[src/hdl/sorted_priority_queue_macros.svh]
// Assertion helpers shared by the queue RTL.
`ifndef SORTED_PRIORITY_QUEUE_MACROS_SVH
`define SORTED_PRIORITY_QUEUE_MACROS_SVH

// same-cycle implication, sampled on aclk, off while in reset
`define SPQ_CHECK(name, ante, cons, msg) \
    name: assert property (@(posedge aclk) disable iff (!aresetn) (ante) |-> (cons)) \
        else $error(msg);

// next-cycle implication
`define SPQ_CHECK_NEXT(name, ante, cons, msg) \
    name: assert property (@(posedge aclk) disable iff (!aresetn) (ante) |=> (cons)) \
        else $error(msg);

`endif

[src/hdl/spq_pkg.sv]
package spq_pkg;

    localparam int KEY_W   = 32;
    localparam int KIND_W  = 3;
    localparam int POS_W   = 6;
    localparam int STAT_W  = 2;
    localparam int SLOT_W  = 6;
    localparam int REM_W   = 7;
    localparam int COUNT_W = 7;

    localparam int S_DATA_W = 40;
    localparam int M_DATA_W = 56;

    typedef enum logic [KIND_W-1:0] {
        K_OFFER     = 3'd0,
        K_POLL      = 3'd1,
        K_PEEK      = 3'd2,
        K_READ_AT   = 3'd3,
        K_REMOVE_EQ = 3'd4,
        K_REMOVE_AT = 3'd5
    } kind_t;

    typedef enum logic [STAT_W-1:0] {
        ST_OK    = 2'd0,
        ST_EMPTY = 2'd1,
        ST_FULL  = 2'd2,
        ST_RANGE = 2'd3
    } status_t;

    // what every cell of the chain does this cycle
    typedef enum logic [1:0] {
        OP_HOLD   = 2'd0,
        OP_INSERT = 2'd1,
        OP_DEL_AT = 2'd2,
        OP_DEL_EQ = 2'd3
    } cell_op_t;

    typedef struct packed {
        cell_op_t                 op;
        logic signed [KEY_W-1:0]  key;
    } cell_cmd_t;

endpackage

[src/hdl/spq_cell.sv]
module spq_cell (
    input  logic                              aclk,
    input  spq_pkg::cell_cmd_t                cmd,
    input  logic                              valid,
    input  logic                              at_pos,
    input  logic                              left_le,
    input  logic signed [spq_pkg::KEY_W-1:0]  left_entry,
    input  logic signed [spq_pkg::KEY_W-1:0]  right_entry,
    output logic signed [spq_pkg::KEY_W-1:0]  entry,
    output logic                              le,
    output logic                              lt
);
    import spq_pkg::*;

    logic signed [KEY_W-1:0] entry_reg;
    logic signed [KEY_W-1:0] entry_next;

    assign entry = entry_reg;
    assign le    = valid && (entry_reg <= cmd.key);
    assign lt    = valid && (entry_reg <  cmd.key);

    always_comb begin
        entry_next = entry_reg;
        case (cmd.op)
            OP_INSERT: begin
                // keys greater than the newcomer move one place up
                if (!le) begin
                    entry_next = left_le ? cmd.key : left_entry;
                end
            end
            OP_DEL_AT: begin
                if (at_pos) begin
                    entry_next = right_entry;
                end
            end
            OP_DEL_EQ: begin
                // drops the first equal key: everything from it on moves down
                if (!lt) begin
                    entry_next = right_entry;
                end
            end
            default: begin
                entry_next = entry_reg;
            end
        endcase
    end

    always_ff @(posedge aclk) begin
        entry_reg <= entry_next;
    end

endmodule
[config.mk]
export PLATFORM = sky130hd
export DESIGN_NAME = spq_cell
export DESIGN_NICKNAME = d
export VERILOG_FILES = /design/src/hdl/sorted_priority_queue_macros.svh /design/src/hdl/spq_pkg.sv /design/src/hdl/spq_cell.sv
export SDC_FILE = /design/constraint.sdc
export NUM_CORES = 1
export LEC_CHECK = 0
export BUFFER_PORTS_ARGS = -buffer_cell sky130_fd_sc_hd__clkbuf_2
export CORE_UTILIZATION = 34
export CTS_CLUSTER_DIAMETER = 60
export DETAILED_ROUTE_END_ITERATION = 7
export PLACE_DENSITY_LB_ADDON = 0.1
export SYNTH_ARGS = -nofsm -noshare
export SYNTH_HDL_FRONTEND = slang
export SYNTH_SLANG_ARGS = --single-unit
[constraint.sdc]
create_clock -name aclk -period 6.36 [get_ports aclk]
set_input_delay 0.954 -clock aclk [delete_from_list [all_inputs] [get_ports aclk]]
set_output_delay 0.954 -clock aclk [all_outputs]
set_load 0.01 [all_outputs]
==> results of run 1 <==
Yosys cell counts (3+ instances only):
cell type  instances  area (um^2)
nand4_2            3         37.5
nand2_1           45          169
ha_1              35          438
mux2i_1           32          320
nor2_1             4         15.0
buf_2              3         15.0
a21oi_1           16         80.1
edfxtp_1          32          961
inv_1             37          139
clkbuf_1           8         30.0
o21ai_0           38          190
final timing paths:
kind                                startpoint        end  slack (ns)  cells after the start
worst max-delay path                   cmd[31]         lt        2.66                      9
worst min-delay path            right_entry[5]   entry[5]        0.94                      3
worst max register to register       entry[11]   entry[0]        3.24                      8
worst min register to register       entry[31]  entry[31]        1.29                      4
cell type report:
cell class / count / area [um^2] / area share
Clock buffer: 7 / 76.3 / 0.0219
Clock inverter: 1 / 3.75 / 0.00108
Inverter: 37 / 139 / 0.0399
Multi-Input combinational cell: 200 / 1500 / 0.430
Sequential cell: 32 / 961 / 0.276
Tap cell: 99 / 124 / 0.0355
Timing Repair Buffer: 136 / 683 / 0.196
power breakdown:
group	switching, mW	internal, mW
Clock	0.0727	0.0761
Sequential	0.0175	0.276
Combinational	0.140	0.105
Total	0.230	0.458
layer usage:
metal | track usage | share of wire | vias to the layer above | wire, um
li1 | - | - | 1255 | -
met1 | 0.207 | 0.44 | 1040 | 2860
met2 | 0.275 | 0.49 | 77 | 3140
met3 | 0.0364 | 0.060 | 7 | 387
met4 | 0.0403 | 0.0091 | 0 | 59
met5 | 0 | 0 | - | 0
critical path: stages:
cell and delay, ns:
clkbuf_2 0.09, inv_1 0.04, ha_1 0.37, nand4_2 0.16
nor4_4 0.34, a21oi_1 0.13, a31oi_1 0.33, o21a_1 0.21
clkbuf_2 0.14
cell families after synthesis:
family | Yosys count | share of synthesized area
flops | 32 | 0.365
fa+ha+maj | 35 | 0.166
compound gates | 67 | 0.150
buf+inv | 48 | 0.0698
simple gates | 66 | 0.128
mux | 32 | 0.122
through the flow:
step           utilization  cell area [um^2]  power, mW
6_report             0.473              3480      0.688
3_3_place_gp         0.462              3400      0.545
5_1_grt              0.473              3480      0.742
2_1_floorplan            -              2640      0.442
4_1_cts              0.473              3480      0.700
3_5_place_dp         0.462              3400      0.549
==> results.yml, run 1 <==
finish:
  area_growth_pct: 32.2
  antenna_cells: 0
  n_fill_cell: 783
  final_nets: 549
  mostFrequentLayoutCells: "clkbuf_2 (135), nand2_1 (45), o21ai_0 (38), inv_1 (37), ha_1 (35)"
  mostFrequentLayoutCell: "clkbuf_2"
  drive_above_1_share: 0.375
  largest_register_ffs: 32
  layoutNonFillerInstCount: 512
clocking:
  clock_tree.root_cell: "clkbuf_8"
  numClockSinks: 32
  cts_setup_buffers: 0
  cts-resized-gates: 0
  clock_latency_ns: 0.28
  cts_tree: "built"
  cts_max_level: 2
  numCtsBuffers: 5
  ctsHoldBuffers: 0
  cts.clk_slew.worst_paths_ns: 0.07
  clock_path_buffers: 2
logic_synthesis:
  ys_seq_area_frac: 0.365
  synth_seq_cells: 32
  yosys_warnings: 0
  ys_types: 32
  synth_area_um2: 2640
  synthCells: 280
  async_reset_ff_frac: 0
  synth_nets: 417
  synth_area_per_cell_um2: 9.41
  ys.flop_type: "edfxtp_1"
  synth_edf_count: 32
sta:
  worst_slew_pin_slew_ns: 1.10
  hold_ws_ns: 0.943
  rsz0062_at_grt: "no"
  finalSetupViolCount: 0
  finalCriticalPeriod_ns: 3.70
  slew_headroom: 0.264
  tns_ns: 0
  finalWorstSetupSlack_ns: 2.66
  max_clock_freq_ghz: 0.271
  fin_crit_sh: 0.581
  final_max_slew_viol_count: 0
  hold_viol: 0
  fin_worst_skew_ns: 0.00450
die:
  dieArea_um2: 8110
  core-area_um2: 7370
  die_width_um: 90.0
  ios: 136
  die_height_um: 90.0
  num_rows: 31
  start_util: 0.358
power:
  ir_drop_mv: 0.0902
  power.density_nw_per_um2: 197
  power_leakage_nw: 1.86
detailed_routing:
  wire_per_inst_um: 12.6
  num_vias: 2379
  drtPass1Iterations: 4
  first_iter_violations: 45
  wl_um: 6450
  drc: 0
  ant_nets: 0
  viasPerCell: 4.65
critical_path:
  critPathKind: "in -> out"
  path_max_fanout: 5
  crit_required_ns: 5.41
  cp_data_arrival_time_ns: 2.74
  end_kind: "output port"
  critPathLaunchType: "input port"
global_route:
  grt_pass1_vias: 2248
  antenna_found_initial: 0
  grt_max_degree: 65
  track_usage: 0.162
  grt_pass1_wl_um: 10600
  overflow: 0
placement:
  pre_cts_slack_ns: 2.53
  dp_cells: 504
  dp_hpwl_um: 5250
  gp_congestion: 0.709
  io_buffers: 135
flow_run:
  maxCapViolCount: 0
hold_path:
  hold_path_class: "in -> reg"
run_status:
  status: "finished clean"
No activity file was read; power rests on OpenSTA's default activity.
==> inputs of run 2 (changes only) <==
- ABC_AREA: not set -> 1
- clock period: 6.36 -> 3.6 ns (I/O delays scaled with it)
==> run 2 against run 1 <==
- wire length rose by 3.2%
- synthesized cell count is 19% higher
- clock skew increased by 0.0013 ns
- sequential share of layout area rose by 0.19 points
- register-to-register slack lost 2.0 ns
- first-iteration DRC count is 40% higher
- clock power is 74% higher
- area after synthesis down 2.2%
- combinational power is 71% higher
- final cell count increased by 10%
- critical path type is now reg -> out
==> results.yml, run 2 <==
sta:
  max_clock_freq_ghz: 0.391
  tns_ns: 0
  fin_crit_sh: 0.711
  slew_headroom: 0.305
  final_max_slew_viol_count: 0
  fin_worst_skew_ns: 0.00580
  hold_viol: 0
  finalCriticalPeriod_ns: 2.56
  hold_ws_ns: 0.610
  rsz0062_at_grt: "no"
  finalSetupViolCount: 0
  worst_slew_pin_slew_ns: 1.04
die:
  die_height_um: 89.0
  core-area_um2: 7290
  start_util: 0.353
  ios: 136
  dieArea_um2: 7930
  num_rows: 31
  die_width_um: 89.0
clocking:
  cts-resized-gates: 0
  cts_tree: "built"
  clock_path_buffers: 2
  cts_max_level: 2
  cts.clk_slew.worst_paths_ns: 0.07
  ctsHoldBuffers: 0
  clock_tree.root_cell: "clkbuf_8"
  cts_setup_buffers: 0
  numClockSinks: 32
  numCtsBuffers: 5
  clock_latency_ns: 0.28
flow_run:
  maxCapViolCount: 0
finish:
  utilization: 0.475
  mostFrequentLayoutCells: "clkbuf_2 (135), nand2_1 (98), inv_1 (48), nor2_1 (38), ha_1 (35)"
  mostFrequentLayoutCell: "clkbuf_2"
  design_area_um2: 3460
  largest_register_ffs: 32
  area_growth_pct: 34.3
  layoutNonFillerInstCount: 565
  antenna_cells: 0
  drive_above_1_share: 0.330
  final_nets: 603
logic_synthesis:
  synth_edf_count: 32
  synth_seq_cells: 32
  synth_area_leaders: "edfxtp_1 (37%), ha_1 (17%), nand2_1 (14%)"
  async_reset_ff_frac: 0
  post-synth-top-area-fraction: 0.373
  ys.flop_type: "edfxtp_1"
  ys_seq_area_frac: 0.373
  ys_types: 24
  synth_common_cells: "nand2_1 (98), inv_1 (48), nor2_1 (39), ha_1 (35)"
  yosys_warnings: 0
  synthCells: 334
  synth_top_area_cell: "edfxtp_1"
  synth_nets: 471
  synth_area_per_cell_um2: 7.71
  synth_area_um2: 2580
  yosysMostFrequentCell: "nand2_1"
power:
  switchingPower_mw: 0.397
  ir_drop_mv: 0.181
  p_clk_frac: 0.219
  pwr-share-seq: 0.428
  sw_frac_of_total: 0.334
  power.density_nw_per_um2: 343
  cell_internal_pwr_mw: 0.790
  power_leakage_nw: 1.86
  combPwrFrac: 0.353
run_status:
  status: "finished clean"
critical_path:
  crit_family: "simple AND/OR/NAND/NOR gates"
  crit_top_cell: "nand2_1"
  cp_data_arrival_time_ns: 2.02
  r2r_start: "entry[23]"
  path_max_fanout: 3
  critPathKind: "reg -> out"
  worstPathBufferInverterCount: 1
  crit_slowest_cell: "edfxtp_1"
  critical_path.cell_chain: "ha_1, a21oi_1, nand2_1, nand2_1, nand2_1, a21oi_2, nand2_1, nand2_1, nand3_2, nand2_1, clkbuf_2"
  startpoint: "entry[19]"
  critPathLaunchType: "flip-flop"
  crit_required_ns: 3.06
  end_kind: "output port"
  slowest_delay_ns: 0.42
detailed_routing:
  ant_nets: 0
  wl_um: 6650
  first_iter_violations: 63
  drc: 0
  viasPerCell: 4.55
  drtPass1Iterations: 4
  num_vias: 2570
  wire_per_inst_um: 11.8
global_route:
  track_usage: 0.168
  grt_pass1_vias: 2255
  overflow: 0
  grt_pass1_wl_um: 10100
  grt_max_degree: 65
  antenna_found_initial: 0
hold_path:
  hold_path_class: "in -> reg"
  hp-start: "right_entry[17]"
placement:
  placed_area_um2: 3380
  gp_congestion: 0.700
  io_buffers: 135
  dp_cells: 558
  dp_hpwl_um: 5160
-- run 2: worst register-to-register path: cells and delay by family, from the launching register on --
family                   cells  cell delay, ns
AND/OR/NAND/NOR              9            1.02
adder cells (fa/ha/maj)      1            0.31
flip-flops                   1            0.41
buffers and inverters        2            0.33
-- run 2: cells by family (layout without fill, tap and decap cells) --
kind of cell / Yosys count / count (layout) / synth area share
buffers and inverters: 61 / 193 / 0.0898
and+or+nand+nor: 153 / 153 / 0.242
AOI/OAI and AO/OA: 53 / 53 / 0.125
DFF: 32 / 32 / 0.373
adders and majority gates: 35 / 35 / 0.170
-- run 2: metal layers --
metal,global-route usage,vias to the layer above,part of all wire
met4,0.0390,0,0.0048
met5,0,-,0
li1,-,1381,-
met1,0.204,1121,0.46
met3,0.0425,2,0.056
met2,0.300,66,0.48
-- run 2: through the flow --
step                power [mW]  setup slack, ns
CTS                       1.21             1.01
detailed placement       0.943            0.937
global placement         0.937            0.969
global route              1.28            0.849
finish                    1.19             1.04
floorplan                0.760            0.233
-- run 2: power groups by stage --
stage               Sequential (mW)  Clock [mW]  Combinational (mW)
floorplan                     0.540           0               0.220
global placement              0.515           0               0.422
detailed placement            0.518           0               0.425
CTS                           0.509       0.272               0.428
global route                  0.515       0.282               0.480
finish                        0.508       0.259               0.419
-- run 2: final timing paths --
check | to | slack, ns | depth (start not counted)
max | le | 1.04 | 11
min | entry[17] | 0.61 | 3
max reg2reg | entry[15] | 1.22 | 12
min reg2reg | entry[2] | 1.15 | 6
-- run 2: final cells by class --
| type | instances | area, um^2 |
|---|---|---|
| fill | 819 | 3830 |
| multi-input combinational | 241 | 1400 |
| sequential | 32 | 961 |
| timing repair buffer | 138 | 723 |
| inverter | 48 | 180 |
| tap | 99 | 124 |
| clock buffer | 5 | 68.8 |
| clock inverter | 2 | 7.51 |
==> inputs of run 3 (changes only) <==
- ABC_AREA: 1 -> 0
- clock period: 3.6 -> 2.4 ns (I/O delays scaled with it)
==> run 3 against run 2 <==
- sequential power up 55%
- register-to-register slack worse by 1.3 ns
- worst setup slack worse by 1.2 ns
- the flow now finishes with violations (setup timing)
- largest cell class unchanged
- clock skew up 0.0017 ns
- clock-buffer cell count up 1
- final cell count down 4.2%
- via count down 2.0%
- critical path depth down 2
- global-route usage down 0.12 points
- highest routed layer unchanged
==> results.yml, run 3 (synthesis gave the netlist of run 1 again) <==
clocking:
  ctsHoldBuffers: 0
  cts.clk_slew.worst_paths_ns: 0.07
  clock_latency_ns: 0.28
  numClockSinks: 32
  clock_path_buffers: 2
  cts_max_level: 2
  numCtsBuffers: 5
  cts_tree: "built"
  clock_tree.root_cell: "clkbuf_8"
critical_path:
  cp_data_arrival_time_ns: 2.20
  crit_required_ns: 2.04
  endpoint: "lt"
  critPathKind: "reg -> out"
  path_max_fanout: 2
  ff2ff_setup_slack_ns: -0.08
  end_kind: "output port"
  startpoint: "entry[14]"
  crit_family: "simple AND/OR/NAND/NOR gates"
  reg2regPathDepth: 9
  r2r_start: "entry[14]"
  critical_path.cell_chain: "ha_4, nand4_4, nor4_4, o21ai_2, a31oi_4, buf_6, nor3_2, o21a_1, buf_2"
  slowest_delay_ns: 0.43
  crit_slowest_cell: "edfxtp_1"
  critPathLaunchType: "flip-flop"
  rr_endpoint: "entry[2]"
  worstPathBufferInverterCount: 2
  cp.depth: 9
finish:
  largest_register_ffs: 32
  utilization: 0.540
  multi_input_area_um2: 1710
  regArea_um2: 961
  mostFrequentLayoutCell: "clkbuf_2"
  mostFrequentLayoutCells: "clkbuf_2 (133), nand2_1 (45), inv_1 (37), o21ai_0 (33)"
  drive_above_1_share: 0.468
  n_fill_cell: 700
  area_growth_pct: 51.1
  final_nets: 578
  antenna_cells: 0
  layoutNonFillerInstCount: 541
sta:
  worst_slew_pin_slew_ns: 0.341
  max_clock_freq_ghz: 0.391
  final_max_slew_viol_count: 0
  finalWorstSetupSlack_ns: -0.157
  hold_viol: 0
  fin_crit_sh: 1.07
  slew_headroom: 0.771
  finalCriticalPeriod_ns: 2.56
  fin_worst_skew_ns: 0.00747
  rsz0062_at_grt: "yes"
  finalSetupViolCount: 34
global_route:
  track_usage: 0.167
  grt_max_degree: 35
  antenna_found_initial: 0
  grt_pass1_vias: 2412
  grt_pass1_wl_um: 11000
  overflow: 0
placement:
  dp_cells: 523
  gp_congestion: 0.750
  pre_cts_slack_ns: -0.161
  io_buffers: 135
  dp_hpwl_um: 5330
detailed_routing:
  first_iter_violations: 50
  viasPerCell: 4.66
  drc: 0
  drtPass1Iterations: 4
  wl_um: 6730
  ant_nets: 0
  num_vias: 2519
  wire_per_inst_um: 12.4
die:
  core-area_um2: 7370
  die_height_um: 90.0
  start_util: 0.358
  ios: 136
  num_rows: 31
  die_width_um: 90.0
  dieArea_um2: 8110
power:
  power_mw: 2.16
  power.density_nw_per_um2: 542
  ir_drop_mv: 0.263
  power_leakage_nw: 2.03
hold_path:
  hold_path_class: "in -> reg"
  hp-start: "right_entry[15]"
run_status:
  status: "finished, violations left"
  violations: "setup timing"
flow_run:
  maxCapViolCount: 0
run 3: cell count changes in the layout (fill, tap and decap cells not counted), sizes merged, moves of 2 or more:
cell	delta
nor2	-37
a21oi	+2
inv	-11
nand2	-53
nor4	+3
nor2b	+2
mux2i	+32
o21ai	+38
nand3	-3
a31oi	-29
buf	+29
nor3	-3
run 3: what timing repair did:
action,4_1_cts,5_1_grt
pin swaps,11,7
gates resized for setup,20,11
endpoints found under the setup margin,34,34
gates cloned,0,0
buffers inserted,8,2
run 3: worst min path at each step:
stage | end | slack [ns] | cells past startpoint
floorplan | entry[0] | 0.55 | 2
global placement | entry[5] | 0.63 | 3
detailed placement | entry[5] | 0.64 | 3
CTS | entry[5] | 0.34 | 3
global route | entry[15] | 0.35 | 3
finish | entry[15] | 0.35 | 3
run 3: layer usage:
metal	share of wire	wire, um	up-vias	global-route usage
met1	0.43	2910	1128	0.210
met4	0.0076	51	0	0.0417
met2	0.51	3400	79	0.290
met5	0	0	-	0
li1	-	-	1308	-
met3	0.054	360	4	0.0355
run 3: final cells by class:
class                           count  area share
Clock buffer                        6      0.0182
Clock inverter                      2     0.00880
Inverter                           37      0.0349
Multi-Input combinational cell    200       0.430
Sequential cell                    32       0.241
Tap cell                           99      0.0311
Timing Repair Buffer              165       0.235
run 3: tightest hold or removal path, stage by stage:
cell      delay, ns
clkbuf_2       0.07
nand2_1        0.04
o21ai_0        0.05
run 3: through the flow:
step	setup TNS, ns	cell area [um^2]	hold slack (ns)
after global placement	-1.55	3620	0.634
after detailed placement	-4.38	3620	0.641
after global routing	-7.40	3980	0.349
after CTS	-3.80	3910	0.341
after floorplan	-15.95	2690	0.547
final	-2.27	3980	0.350
run 3: power by group:
part / internal [mW] / leakage (nW) / total (mW) / switching, mW
clock: 0.308 / 0.0552 / 0.515 / 0.207
combinational: 0.426 / 1.66 / 0.857 / 0.431
sequential: 0.731 / 0.317 / 0.786 / 0.0550
total: 1.47 / 2.03 / 2.16 / 0.693
